==> config.mk <==
export PLATFORM = sky130hd
export DESIGN_NAME = three_stacks_shared_buffer
export DESIGN_NICKNAME = d
export VERILOG_FILES = /design/src/hdl/tsb_pkg.sv /design/src/hdl/tsb_ctrl.sv /design/src/hdl/tsb_datapath.sv /design/src/hdl/three_stacks_shared_buffer.sv
export SDC_FILE = /design/constraint.sdc
export NUM_CORES = 2
export LEC_CHECK = 0
export BUFFER_PORTS_ARGS = -buffer_cell sky130_fd_sc_hd__buf_2
export CORE_AREA = 4 4 422 466
export CTS_BUF_LIST = sky130_fd_sc_hd__clkbuf_8
export CTS_CLUSTER_DIAMETER = 120
export CTS_CLUSTER_SIZE = 30
export DETAILED_ROUTE_END_ITERATION = 8
export DIE_AREA = 0 0 426 470
export PLACE_DENSITY_LB_ADDON = 0.3
export SLEW_MARGIN = 40
export SYNTH_ARGS = -nofsm -noshare
export SYNTH_HDL_FRONTEND = slang
export SYNTH_SLANG_ARGS = --single-unit
export TNS_END_PERCENT = 50
==> constraint.sdc <==
create_clock -name i_clk -period 4.3 [get_ports i_clk]
set_input_delay 0.43 -clock i_clk [delete_from_list [all_inputs] [get_ports i_clk]]
set_output_delay 0.43 -clock i_clk [all_outputs]
set_load 0.02 [all_outputs]
==> src/hdl/tsb_pkg.sv <==
// ----------------------------------------------------------------------------
// tsb_pkg
// Types and constants shared by the three-stack buffer controller, datapath
// and top level.
// ----------------------------------------------------------------------------
package tsb_pkg;

    localparam int DEPTH_DEF = 64;
    localparam int DATA_W    = 32;

    typedef enum logic {
        ACT_PUSH = 1'b0,
        ACT_POP  = 1'b1
    } t_action;

    typedef enum logic [1:0] {
        SEL_BOTTOM = 2'd0,
        SEL_TOP    = 2'd1,
        SEL_MIDDLE = 2'd2
    } t_sel;

    typedef enum logic [1:0] {
        ST_DONE  = 2'd0,
        ST_OVER  = 2'd1,
        ST_UNDER = 2'd2
    } t_status;

    typedef enum logic [2:0] {
        S_IDLE,
        S_ADDR,
        S_CHECK,
        S_EXEC,
        S_RESP
    } t_state;

    // Commands from the controller to the datapath.
    typedef struct packed {
        logic load_in;
        logic calc_addr;
        logic calc_occ;
        logic exec;
        logic load_out;
    } t_cmd;

    // Status from the datapath to the controller.
    typedef struct packed {
        logic out_free;
    } t_dp_status;

endpackage

==> src/hdl/tsb_ctrl.sv <==
// ----------------------------------------------------------------------------
// tsb_ctrl
// Sequencer for one push or pop: address, conflict check, memory access and
// result hand-off.
// ----------------------------------------------------------------------------
module tsb_ctrl (
    input  logic                  i_clk,
    input  logic                  i_rst_n,
    input  logic                  i_s_axis_tvalid,
    output logic                  o_s_axis_tready,
    input  tsb_pkg::t_dp_status   i_status,
    output tsb_pkg::t_cmd         o_cmd
);

    tsb_pkg::t_state r_state;
    tsb_pkg::t_state n_state;

    always_ff @(posedge i_clk) begin
        if (!i_rst_n) begin
            r_state <= tsb_pkg::S_IDLE;
        end else begin
            r_state <= n_state;
        end
    end

    always_comb begin
        n_state         = r_state;
        o_cmd           = '0;
        o_s_axis_tready = 1'b0;
        unique case (r_state)
            tsb_pkg::S_IDLE: begin
                o_s_axis_tready = 1'b1;
                if (i_s_axis_tvalid) begin
                    o_cmd.load_in = 1'b1;
                    n_state       = tsb_pkg::S_ADDR;
                end
            end
            tsb_pkg::S_ADDR: begin
                o_cmd.calc_addr = 1'b1;
                n_state         = tsb_pkg::S_CHECK;
            end
            tsb_pkg::S_CHECK: begin
                o_cmd.calc_occ = 1'b1;
                n_state        = tsb_pkg::S_EXEC;
            end
            tsb_pkg::S_EXEC: begin
                o_cmd.exec = 1'b1;
                n_state    = tsb_pkg::S_RESP;
            end
            tsb_pkg::S_RESP: begin
                // Wait here while the previous result is still unclaimed.
                if (i_status.out_free) begin
                    o_cmd.load_out = 1'b1;
                    n_state        = tsb_pkg::S_IDLE;
                end
            end
            default: begin
                n_state = tsb_pkg::S_IDLE;
            end
        endcase
    end

`ifndef SYNTH
    a_one_cmd: assert property (@(posedge i_clk) disable iff (!i_rst_n)
        $onehot0(o_cmd))
        else $error("more than one datapath command at once");

    a_resp_hold: assert property (@(posedge i_clk) disable iff (!i_rst_n)
        (r_state == tsb_pkg::S_RESP && !i_status.out_free) |=>
        (r_state == tsb_pkg::S_RESP))
        else $error("result dropped while output register was full");
`endif

endmodule

==> src/hdl/tsb_datapath.sv <==
// ----------------------------------------------------------------------------
// tsb_datapath
// Shared word memory, the three stack counters, address and conflict logic,
// and the output register.
// ----------------------------------------------------------------------------
module tsb_datapath #(
    parameter int DEPTH = tsb_pkg::DEPTH_DEF
) (
    input  logic                         i_clk,
    input  logic                         i_rst_n,
    input  tsb_pkg::t_cmd                i_cmd,
    output tsb_pkg::t_dp_status          o_status,
    input  logic [2:0]                   i_s_axis_tuser,
    input  logic [tsb_pkg::DATA_W-1:0]   i_s_axis_tdata,
    output logic                         o_m_axis_tvalid,
    input  logic                         i_m_axis_tready,
    output logic [tsb_pkg::DATA_W-1:0]   o_m_axis_tdata,
    output logic [1:0]                   o_m_axis_tuser
);

    localparam int AW = $clog2(DEPTH);
    localparam int CW = $clog2(DEPTH + 1);
    localparam int EW = CW + 1;

    localparam logic [EW-1:0] K_DEPTH = EW'(DEPTH);
    localparam logic [EW-1:0] K_C     = EW'(DEPTH / 2);
    localparam logic [EW-1:0] K_HI    = EW'(DEPTH - DEPTH / 2);
    localparam logic [EW-1:0] K_ONE   = EW'(1);

    logic [tsb_pkg::DATA_W-1:0] r_mem [DEPTH];

    logic [CW-1:0]              r_bc;
    logic [CW-1:0]              r_tc;
    logic [CW-1:0]              r_mc;

    tsb_pkg::t_action           r_action;
    tsb_pkg::t_sel              r_sel;
    logic                       r_sel_ok;
    logic [tsb_pkg::DATA_W-1:0] r_value;

    logic [EW-1:0]              r_addr;
    logic                       r_ok_a;
    logic                       r_ok;
    logic [tsb_pkg::DATA_W-1:0] r_rdata;

    logic                       r_out_valid;
    logic [tsb_pkg::DATA_W-1:0] r_out_data;
    tsb_pkg::t_status           r_out_status;

    logic [EW-1:0] bc_e;
    logic [EW-1:0] tc_e;
    logic [EW-1:0] mc_e;
    logic [EW-1:0] n_addr;
    logic          n_ok_a;
    logic          occ;

    assign bc_e = EW'(r_bc);
    assign tc_e = EW'(r_tc);
    assign mc_e = EW'(r_mc);

    // Input capture; a selector value of 3 names no stack, so the operation is refused.
    always_ff @(posedge i_clk) begin
        if (i_cmd.load_in) begin
            r_action <= tsb_pkg::t_action'(i_s_axis_tuser[0]);
            r_sel    <= tsb_pkg::t_sel'(i_s_axis_tuser[2:1]);
            r_sel_ok <= (i_s_axis_tuser[2:1] != 2'd3);
            r_value  <= i_s_axis_tdata;
        end
    end

    // Slot addressed by the operation and whether the stack allows it.
    // The middle stack fills centre, centre+1, centre-1, centre+2, and so on.
    always_comb begin
        n_addr = '0;
        n_ok_a = 1'b0;
        if (r_sel_ok) begin
            if (r_action == tsb_pkg::ACT_PUSH) begin
                unique case (r_sel)
                    tsb_pkg::SEL_BOTTOM: begin
                        n_addr = bc_e;
                        n_ok_a = bc_e < K_DEPTH;
                    end
                    tsb_pkg::SEL_TOP: begin
                        n_addr = K_DEPTH - K_ONE - tc_e;
                        n_ok_a = tc_e < K_DEPTH;
                    end
                    tsb_pkg::SEL_MIDDLE: begin
                        if (r_mc[0]) begin
                            n_addr = K_C + ((mc_e + K_ONE) >> 1);
                            n_ok_a = ((mc_e + K_ONE) >> 1) < K_HI;
                        end else begin
                            n_addr = K_C - (mc_e >> 1);
                            n_ok_a = (mc_e >> 1) <= K_C;
                        end
                    end
                    default: begin
                        n_ok_a = 1'b0;
                    end
                endcase
            end else begin
                unique case (r_sel)
                    tsb_pkg::SEL_BOTTOM: begin
                        n_addr = bc_e - K_ONE;
                        n_ok_a = r_bc != '0;
                    end
                    tsb_pkg::SEL_TOP: begin
                        n_addr = K_DEPTH - tc_e;
                        n_ok_a = r_tc != '0;
                    end
                    tsb_pkg::SEL_MIDDLE: begin
                        // Top element index is count-1; its parity picks the side.
                        if (r_mc[0]) begin
                            n_addr = K_C - ((mc_e - K_ONE) >> 1);
                        end else begin
                            n_addr = K_C + (mc_e >> 1);
                        end
                        n_ok_a = r_mc != '0;
                    end
                    default: begin
                        n_ok_a = 1'b0;
                    end
                endcase
            end
        end
    end

    // A slot is taken when it lies inside any stack's current span.
    always_comb begin
        occ = (r_addr < bc_e)
            || ((r_tc != '0) && (r_addr + tc_e >= K_DEPTH))
            || ((r_mc != '0) && (r_addr + ((mc_e - K_ONE) >> 1) >= K_C)
                && (r_addr <= K_C + (mc_e >> 1)));
    end

    always_ff @(posedge i_clk) begin
        if (i_cmd.calc_addr) begin
            r_addr <= n_addr;
            r_ok_a <= n_ok_a;
        end
        if (i_cmd.calc_occ) begin
            r_ok <= r_ok_a && ((r_action == tsb_pkg::ACT_POP) || !occ);
        end
    end

    // Shared memory: at most one write and one registered read per operation.
    always_ff @(posedge i_clk) begin
        if (i_cmd.exec) begin
            if (r_ok && r_action == tsb_pkg::ACT_PUSH) begin
                r_mem[r_addr[AW-1:0]] <= r_value;
            end
            r_rdata <= r_mem[r_addr[AW-1:0]];
        end
    end

    always_ff @(posedge i_clk) begin
        if (!i_rst_n) begin
            r_bc <= '0;
            r_tc <= '0;
            r_mc <= '0;
        end else if (i_cmd.exec && r_ok) begin
            unique case (r_sel)
                tsb_pkg::SEL_BOTTOM: begin
                    r_bc <= (r_action == tsb_pkg::ACT_PUSH) ? r_bc + CW'(1) : r_bc - CW'(1);
                end
                tsb_pkg::SEL_TOP: begin
                    r_tc <= (r_action == tsb_pkg::ACT_PUSH) ? r_tc + CW'(1) : r_tc - CW'(1);
                end
                tsb_pkg::SEL_MIDDLE: begin
                    r_mc <= (r_action == tsb_pkg::ACT_PUSH) ? r_mc + CW'(1) : r_mc - CW'(1);
                end
                default: begin
                    r_bc <= r_bc;
                end
            endcase
        end
    end

    always_ff @(posedge i_clk) begin
        if (!i_rst_n) begin
            r_out_valid <= 1'b0;
        end else if (i_cmd.load_out) begin
            r_out_valid <= 1'b1;
        end else if (i_m_axis_tready) begin
            r_out_valid <= 1'b0;
        end
    end

    always_ff @(posedge i_clk) begin
        if (i_cmd.load_out) begin
            r_out_data <= (r_ok && r_action == tsb_pkg::ACT_POP) ? r_rdata : '0;
            if (r_ok) begin
                r_out_status <= tsb_pkg::ST_DONE;
            end else if (r_action == tsb_pkg::ACT_PUSH) begin
                r_out_status <= tsb_pkg::ST_OVER;
            end else begin
                r_out_status <= tsb_pkg::ST_UNDER;
            end
        end
    end

    assign o_status.out_free = !r_out_valid || i_m_axis_tready;
    assign o_m_axis_tvalid   = r_out_valid;
    assign o_m_axis_tdata    = r_out_data;
    assign o_m_axis_tuser    = r_out_status;

`ifndef SYNTH
    a_fill_bound: assert property (@(posedge i_clk) disable iff (!i_rst_n)
        ((EW + 1)'(r_bc) + (EW + 1)'(r_tc) + (EW + 1)'(r_mc)) <= (EW + 1)'(DEPTH))
        else $error("stacks hold more words than the memory has");

    a_out_loaded: assert property (@(posedge i_clk) disable iff (!i_rst_n)
        i_cmd.load_out |=> r_out_valid)
        else $error("result load did not raise the output valid");
`endif

endmodule

==> src/hdl/three_stacks_shared_buffer.sv <==
// A word accepted in idle passes through the controller's address, conflict
// check, memory access and result load states before its result is presented;
// a new input word is accepted only once the controller is back in idle.
// A full output register holds the controller until the result is taken.
// Reset (i_rst_n low, synchronous) empties all three stacks; memory contents
// are not cleared and no clearing pass runs.
// ----------------------------------------------------------------------------
// three_stacks_shared_buffer
// Three push/pop stacks in one shared memory: bottom grows up, top grows down,
// middle alternates around the centre.
// ----------------------------------------------------------------------------
module three_stacks_shared_buffer #(
    parameter int DEPTH = tsb_pkg::DEPTH_DEF
) (
    input  logic                        i_clk,
    input  logic                        i_rst_n,
    input  logic                        i_s_axis_tvalid,
    output logic                        o_s_axis_tready,
    input  logic [tsb_pkg::DATA_W-1:0]  i_s_axis_tdata,   // [31:0] push_value
    input  logic [2:0]                  i_s_axis_tuser,   // [0] action, [2:1] stack_select
    output logic                        o_m_axis_tvalid,
    input  logic                        i_m_axis_tready,
    output logic [tsb_pkg::DATA_W-1:0]  o_m_axis_tdata,   // [31:0] pop_value
    output logic [1:0]                  o_m_axis_tuser    // [1:0] status
);

    tsb_pkg::t_cmd       cmd;
    tsb_pkg::t_dp_status dp_status;

    tsb_ctrl u_ctrl (
        .i_clk           (i_clk),
        .i_rst_n         (i_rst_n),
        .i_s_axis_tvalid (i_s_axis_tvalid),
        .o_s_axis_tready (o_s_axis_tready),
        .i_status        (dp_status),
        .o_cmd           (cmd)
    );

    tsb_datapath #(
        .DEPTH (DEPTH)
    ) u_datapath (
        .i_clk           (i_clk),
        .i_rst_n         (i_rst_n),
        .i_cmd           (cmd),
        .o_status        (dp_status),
        .i_s_axis_tuser  (i_s_axis_tuser),
        .i_s_axis_tdata  (i_s_axis_tdata),
        .o_m_axis_tvalid (o_m_axis_tvalid),
        .i_m_axis_tready (i_m_axis_tready),
        .o_m_axis_tdata  (o_m_axis_tdata),
        .o_m_axis_tuser  (o_m_axis_tuser)
    );

endmodule
### Word level (Yosys, flattened, before mapping)

Memory sizes are Yosys's and may differ from the RTL's. A register that Yosys moved wholly into a read port is not among the register bits.
Cells that the tools add are included.

| operators by class | value |
|---|---|
| $add $sub $neg | 17 |
| $lt $le $gt $ge | 8 |
| equal/unequal tests | 9 |
| mux-type cells | 29 |
| bitwise logic cells | 1 |
| reduce and logical (&&, ||, !) cells | 23 |

Operators with widths:

| operator | count |
|---|---|
| $pmux W8 S3 | 2 |
| $mux W8 | 3 |
| $add A7 B1 Y7 const B | 3 |
| $mux W7 | 3 |
| $reduce_bool A7 Y1 | 3 |
| $sub A7 B1 Y7 const B | 3 |
| $add A8 B7 Y8 | 2 |
| $sub A6 B7 Y8 const A | 2 |
| $sub A7 B1 Y8 const B | 2 |
| $mux W1 | 15 |
| $pmux W3 S5 | 1 |
| $lt A7 B7 Y1 const B | 2 |
| $add A6 B7 Y8 const A | 1 |
| $add A7 B1 Y8 const B | 1 |
| $ge A8 B6 Y1 const B | 1 |
| $ge A8 B7 Y1 const B | 1 |
| $le A8 B8 Y1 | 1 |
| $lt A8 B7 Y1 | 1 |
| $reduce_and A2 Y1 | 4 |
| $sub A7 B7 Y8 const A | 1 |
| $add A6 B6 Y7 const A | 1 |
| $logic_and A1 B1 Y1 | 7 |
| $lt A7 B6 Y1 const B | 1 |
| $sub A6 B6 Y7 const A | 1 |
| other kinds (16) | 25 |

| storage, ports and cells | value |
|---|---|
| flip-flop bits (word level) | 105 |
| RAM bits | 2,048 |
| input bits | 39 |
| output and inout port bits | 36 |
| word-level logic and storage cells | 102 |
| memories kept | 1 |

Memories:

| memory | depth | bits a word | rd ports | clocked after memory_dff | wr ports | line | RTL |
|---|---|---|---|---|---|---|---|
| u_datapath.r_mem | 64 | 32 | 1 | 1 | 1 | tsb_datapath.sv:30 | `logic [tsb_pkg::DATA_W-1:0] r_mem [DEPTH];` |

### Depth between registers and ports, before layout

| logic depth | value |
|---|---|
| depth in word-level cells | 9 |
| gate-level depth with buffers | 14 |
| mapped depth without buffers | 12 |

### Cells and area by module

From an unflattened synthesis, not the netlist that was laid out.

| second synthesis, totals | value |
|---|---|
| cell total of the unflattened synthesis | 4,744 |
| area, all modules | 85,801.0 um^2 |

Modules (own cells, without submodules):

| module | instances | cells each | area each (um^2) | sequential area each (um^2) |
|---|---|---|---|---|
| tsb_datapath | 1 | 4,726 | 85,622.1 | 65,302.6 |
| tsb_ctrl | 1 | 18 | 178.9 | 60.1 |

### Worst setup path before layout

No wires, ideal clock.

| timing | value |
|---|---|
| path type | reg-to-reg |
| start point | reg u_ctrl.r_state[0] |
| end point | mem u_datapath.r_mem[13][0] in the netlist's numbering, enable pin |
| library setup time | 0.421 ns |
| data arrival time | 3.615 ns |
| data required time | 3.879 ns |
| path slack | 0.263 ns |
| stages on the path, launching flop included | 6 |
| buffers on the path | 0 |
| period minus slack after synthesis | 4.037 ns |
| cells stage by stage | dfxtp_1 -> and3b_1 -> nand2_1 -> nor2_1 -> nand3_1 -> nor2_1 |

| on the way | value |
|---|---|
| cells in the longest elaborated chain, start to end | 4 |

RTL lines:

| what | line | RTL |
|---|---|---|
| start, declared | tsb_ctrl.sv:15 | `tsb_pkg::t_state r_state;` |
| start signal, assigned | tsb_ctrl.sv:20 | `r_state <= tsb_pkg::S_IDLE;` |
| start signal, assigned | tsb_ctrl.sv:22 | `r_state <= n_state;` |
| $eq A3 B2 Y1 | tsb_ctrl.sv:30 | `unique case (r_state)` |
| $mux W1 | tsb_ctrl.sv:30 |  |
| $mux W1 | tsb_datapath.sv:147 | `if (i_cmd.exec) begin` |
| $mux W1 (not written as such) | tsb_datapath.sv:149 | `r_mem[r_addr[AW-1:0]] <= r_value;` |
| end, declared | tsb_datapath.sv:30 |  |

Every way passes these cells.

==> summary.txt <==
Worst setup path
  • Crit path launch type: flop
  • CP Data Required Time: 4.89 ns
  • Slowest CP cell: nor3_2
  • Worst Setup End Kind: flop
  • Delay of the slowest cell on the worst path: 0.56 ns
  • Critical path class: reg -> reg
  • Crit-path max FO: a little over 50
  • Worst path cell trace: buf_12, buf_12, buf_12, mux4_2, a32oi_1, o21ai_0, nor3_2, nand4_1
  • Worst flop-to-flop path startpoint: u_datapath.r_addr[1]$_SDFFCE_PN0P_
  • Worst reg-to-reg path cell count: 8
  • Most frequent CP cell: buf_12
  • Reg2reg setup slack: 0.54 ns
  • Worst EP arrival: 4.34 ns
  • R2R Path End: u_datapath.r_rdata[29]$_DFFE_PP_

STA
  • Max Slew Vio Count: 0
  • Worst relative slew slack: approximately a third
  • Worst Slack Setup Final: 0.5446 ns
  • Slew @ Worst Pin: just under 1 ns
  • Clock skew: 0.09934 ns
  • FMAX: 266.3 MHz
  • RSZ-0062 raised after global routing: no
  • Final setup viols: 0
  • Final period util: 87.34%
  • Setup TNS Final: 0 ns
  • Endpoints failing hold: 0
  • Fin crit period: 3.755 ns

Clocking
  • Clock Path Buffers: 3
  • Clk slew on worst S/H paths: 0.18 ns
  • CTS H-tree lvls: 3
  • Clock Latency Late Sink: 0.95 ns
  • CTS Buf Count: 84
  • Clk sinks: 2185
  • Post-CTS Hold Buffers: 40
  • Root Driver: clkbuf_8
  • TritonCTS clock tree: built
  • Postcts setup bufs: 0
  • CTS resizes: 0

Placed design
  • Place WS: 0.5830 ns
  • Placed Area: 0.09186 mm²
  • Dpl hpwl: roughly 160000 µm
  • Gpl congestion: 0.8906
  • # port buffers: between 70 and 80

Global routing
  • Grt ovf: 0
  • GRT Overall Usage: 26.39%
  • Global-route wire length before repair: 373200 µm
  • Number of global-route vias before repair: 46.38k
  • Largest net degree at the start of global routing: 89
  • Antenna violations before repair: 22

Floorplan
  • Die height: 470 µm
  • Io pins: 75
  • Core area: 0.1920 mm²
  • Initial Utilization: 44.78%
  • Site row count: 169
  • Die width: ~430 µm
  • Die area: 0.2002 mm²

Finish
  • Final core occ: 48.79%
  • Fraction of layout instances using a drive strength above 1: approximately a fifth
  • Design Area, Final: roughly 0.094 mm²
  • Fillers: 15.84k
  • Nets: 5055
  • Syn-to-layout area delta: 8.948%

Power
  • Clk pwr share: 22.5%
  • Switching Power: 8.801 mW
  • Logic pwr share: between 10% and 20%
  • P_leak: 29.53 nW
  • Internal Pwr Total: 26.78 mW
  • Cell area power density: around 380 mW/mm²
  • Switching share of power: around a quarter
  • Worst vdd ir: ~0.26 mV
  • Flop pwr share: 66.7%

Routing
  • Post-DRT Antenna Nets: 0
  • Final wirelength: 270000 µm
  • Routed WL per cell: 35.76 µm
  • Drt via density: 6.485
  • DR pass1 iterations: 7
  • Vias: 48.95k
  • DRT iter0 DRCs: 8569
  • Drt drc: 0

Min path
  • Worst hold start: i_s_axis_tuser[0]
  • Worst Hold Endpoint: u_datapath.r_action$_DFFE_PP_
  • Hold Crit Depth: 2
  • Hold Crit Class: in -> reg

Synthesis
  • Synth Flop Type: edfxtp_1
  • Seq/Total Area, Yosys: about three quarters
  • Post-Syn Instances: 4720
  • Register bit total from synthesis: 2185
  • Fraction of registers with async set/reset: 0%
  • Syn avg cell area: 18.22 µm²
  • Syn_nets: 4820
  • EDFF count, synth: 2160
  • Yosys warns: 0
  • Yosys cell types: slightly below 80
  • Synth Cell Area: between 0.08 and 0.09 mm²

Outcome
  • Status: finished, final reports clean

Run
  • Max-cap violation count: 0
==> logic make-up (layout without fill, tap and decap cells) <==
group,Yosys count,count (layout),share of synthesized area (%)
flops,2185,2185,76.02
compound gates,969,969,8.089
mux,564,564,9.481
simple gates,562,562,3.021
buf+inv,341,600,2.071
fa+ha+maj,61,61,0.9313
xor+xnor,38,38,0.3871
other cells,0,5,0
==> how the worst max path moves through the flow <==
| stage | from | to | slack (ns) |
|---|---|---|---|
| floorplan | u_ctrl.r_state[0]$_SDFFE_PN0P_ | u_datapath.r_mem[13][0]$_DFFE_PP_ | 0.26 |
| CTS | u_datapath.r_addr[1]$_SDFFCE_PN0P_ | u_datapath.r_rdata[29]$_DFFE_PP_ | 0.56 |
| global placement | u_datapath.r_addr[1]$_SDFFCE_PN0P_ | u_datapath.r_rdata[29]$_DFFE_PP_ | 0.64 |
| detailed placement | u_datapath.r_addr[1]$_SDFFCE_PN0P_ | u_datapath.r_rdata[29]$_DFFE_PP_ | 0.58 |
| finish | u_datapath.r_addr[1]$_SDFFCE_PN0P_ | u_datapath.r_rdata[29]$_DFFE_PP_ | 0.54 |
| global route | u_datapath.r_addr[1]$_SDFFCE_PN0P_ | u_datapath.r_rdata[29]$_DFFE_PP_ | 0.51 |
==> metal layers <==
layer	vias up	GRT usage (%)	part of all wire (%)
met5	-	0	0.030
met2	3332	40.38	46
met4	14	9.590	4.1
met3	513	6.240	12
li1	19655	-	-
met1	25440	37.11	38
==> cell usage after synthesis (21+ instances only) <==
master    count  share of area (%)
a221oi_1    191                1.9
a21oi_1     175                1.0
buf_4        51               0.45
and3_1       37               0.27
o221ai_1     22               0.22
o22ai_1      85               0.62
edfxtp_1   2160                 75
inv_1        29               0.13
mux2_2      144                1.9
buf_2       109               0.63
dfxtp_1      25               0.58
nor2_1      223               0.97
xnor2_1      30               0.31
a211oi_1     23               0.20
a22oi_1     114                1.0
buf_1        21              0.092
buf_6        23               0.30
clkbuf_1    104               0.45
a221o_1      33               0.38
ha_1         56               0.81
a22o_1       36               0.37
o21ai_0     136               0.79
mux4_2      185                4.8
nand3_1      24               0.14
mux2i_1     232                2.7
nand2_1     147               0.64
==> critical path: cells and delay by family (launching register included) <==
| kind | cells | cell delay (ns) |
|---|---|---|
| flops | 1 | 0.41 |
| mux | 1 | 0.41 |
| compound gates | 2 | 0.71 |
| simple gates | 2 | 0.85 |
| buf+inv | 3 | 0.83 |
==> per-stage QoR <==
stage | total power, mW | instances | hold WS (ns)
6_report | 35.58 | 7549 | 0.1889
5_1_grt | 36.51 | 7545 | 0.1778
4_1_cts | 35.58 | 7542 | 0.1055
3_5_place_dp | 27.92 | 7392 | 0.5476
3_3_place_gp | 27.84 | 7380 | 0.5212
2_1_floorplan | 26.20 | 4720 | 0.4771
==> power groups by stage <==
| stage | clock network [mW] | registers [mW] | logic, mW |
|---|---|---|---|
| 2_1_floorplan | 0 | 24.4 | 1.81 |
| 3_3_place_gp | 0 | 24.2 | 3.64 |
| 3_5_place_dp | 0 | 24.2 | 3.72 |
| 4_1_cts | 8.10 | 23.7 | 3.76 |
| 5_1_grt | 8.82 | 23.7 | 3.97 |
| 6_report | 8.02 | 23.7 | 3.85 |
==> area by class of cell <==
class	instances	area [µm²]	share of cell area, %
clock inverters	21	136.4	0.1456
well taps	2565	3209	3.426
repair buffers	457	4115	4.393
diodes	5	12.51	0.01336
multi-input cells	2194	19480	20.80
clock buffers	89	1225	1.308
inverters	33	133.9	0.1429
flip-flops and latches	2185	65360	69.78
==> registers in the layout (all words and copies together), names as in the netlist <==
| register | cells |
|---|---|
| u_datapath.r_ok | 1 |
| u_datapath.r_mem | 2048 |
| u_datapath.r_bc | 7 |
| u_ctrl.r_state | 3 |
| u_datapath.o_m_axis_tdata | 32 |
| u_datapath.r_sel | 2 |
| u_datapath.r_value | 32 |
| u_datapath.r_ok_a | 1 |
| u_datapath.o_m_axis_tvalid | 1 |
| u_datapath.r_rdata | 32 |
| u_datapath.o_m_axis_tuser | 2 |
| u_datapath.r_addr | 8 |
| u_datapath.r_tc | 7 |
| u_datapath.r_mc | 7 |
| u_datapath.r_sel_ok | 1 |
| u_datapath.r_action | 1 |
==> cells in the final DEF, fill, tap and decap left out, types with 40 or more instances in the layout <==
master	synthesis	layout
edfxtp_1	2160	2160
buf_4	51	279
mux2i_1	232	230
a221oi_1	191	191
mux4_2	185	185
a21oi_1	175	174
nor2_1	223	153
nand2_1	147	146
mux2_2	144	144
o21ai_0	136	135
a22oi_1	114	114
clkbuf_8	0	89
o22ai_1	85	85
buf_2	109	75
nor2_4	0	68
ha_1	56	56
buf_12	0	52
inv_1	29	45
dlygate4sd3_1	0	40
Power figures use the tool's default switching activity.
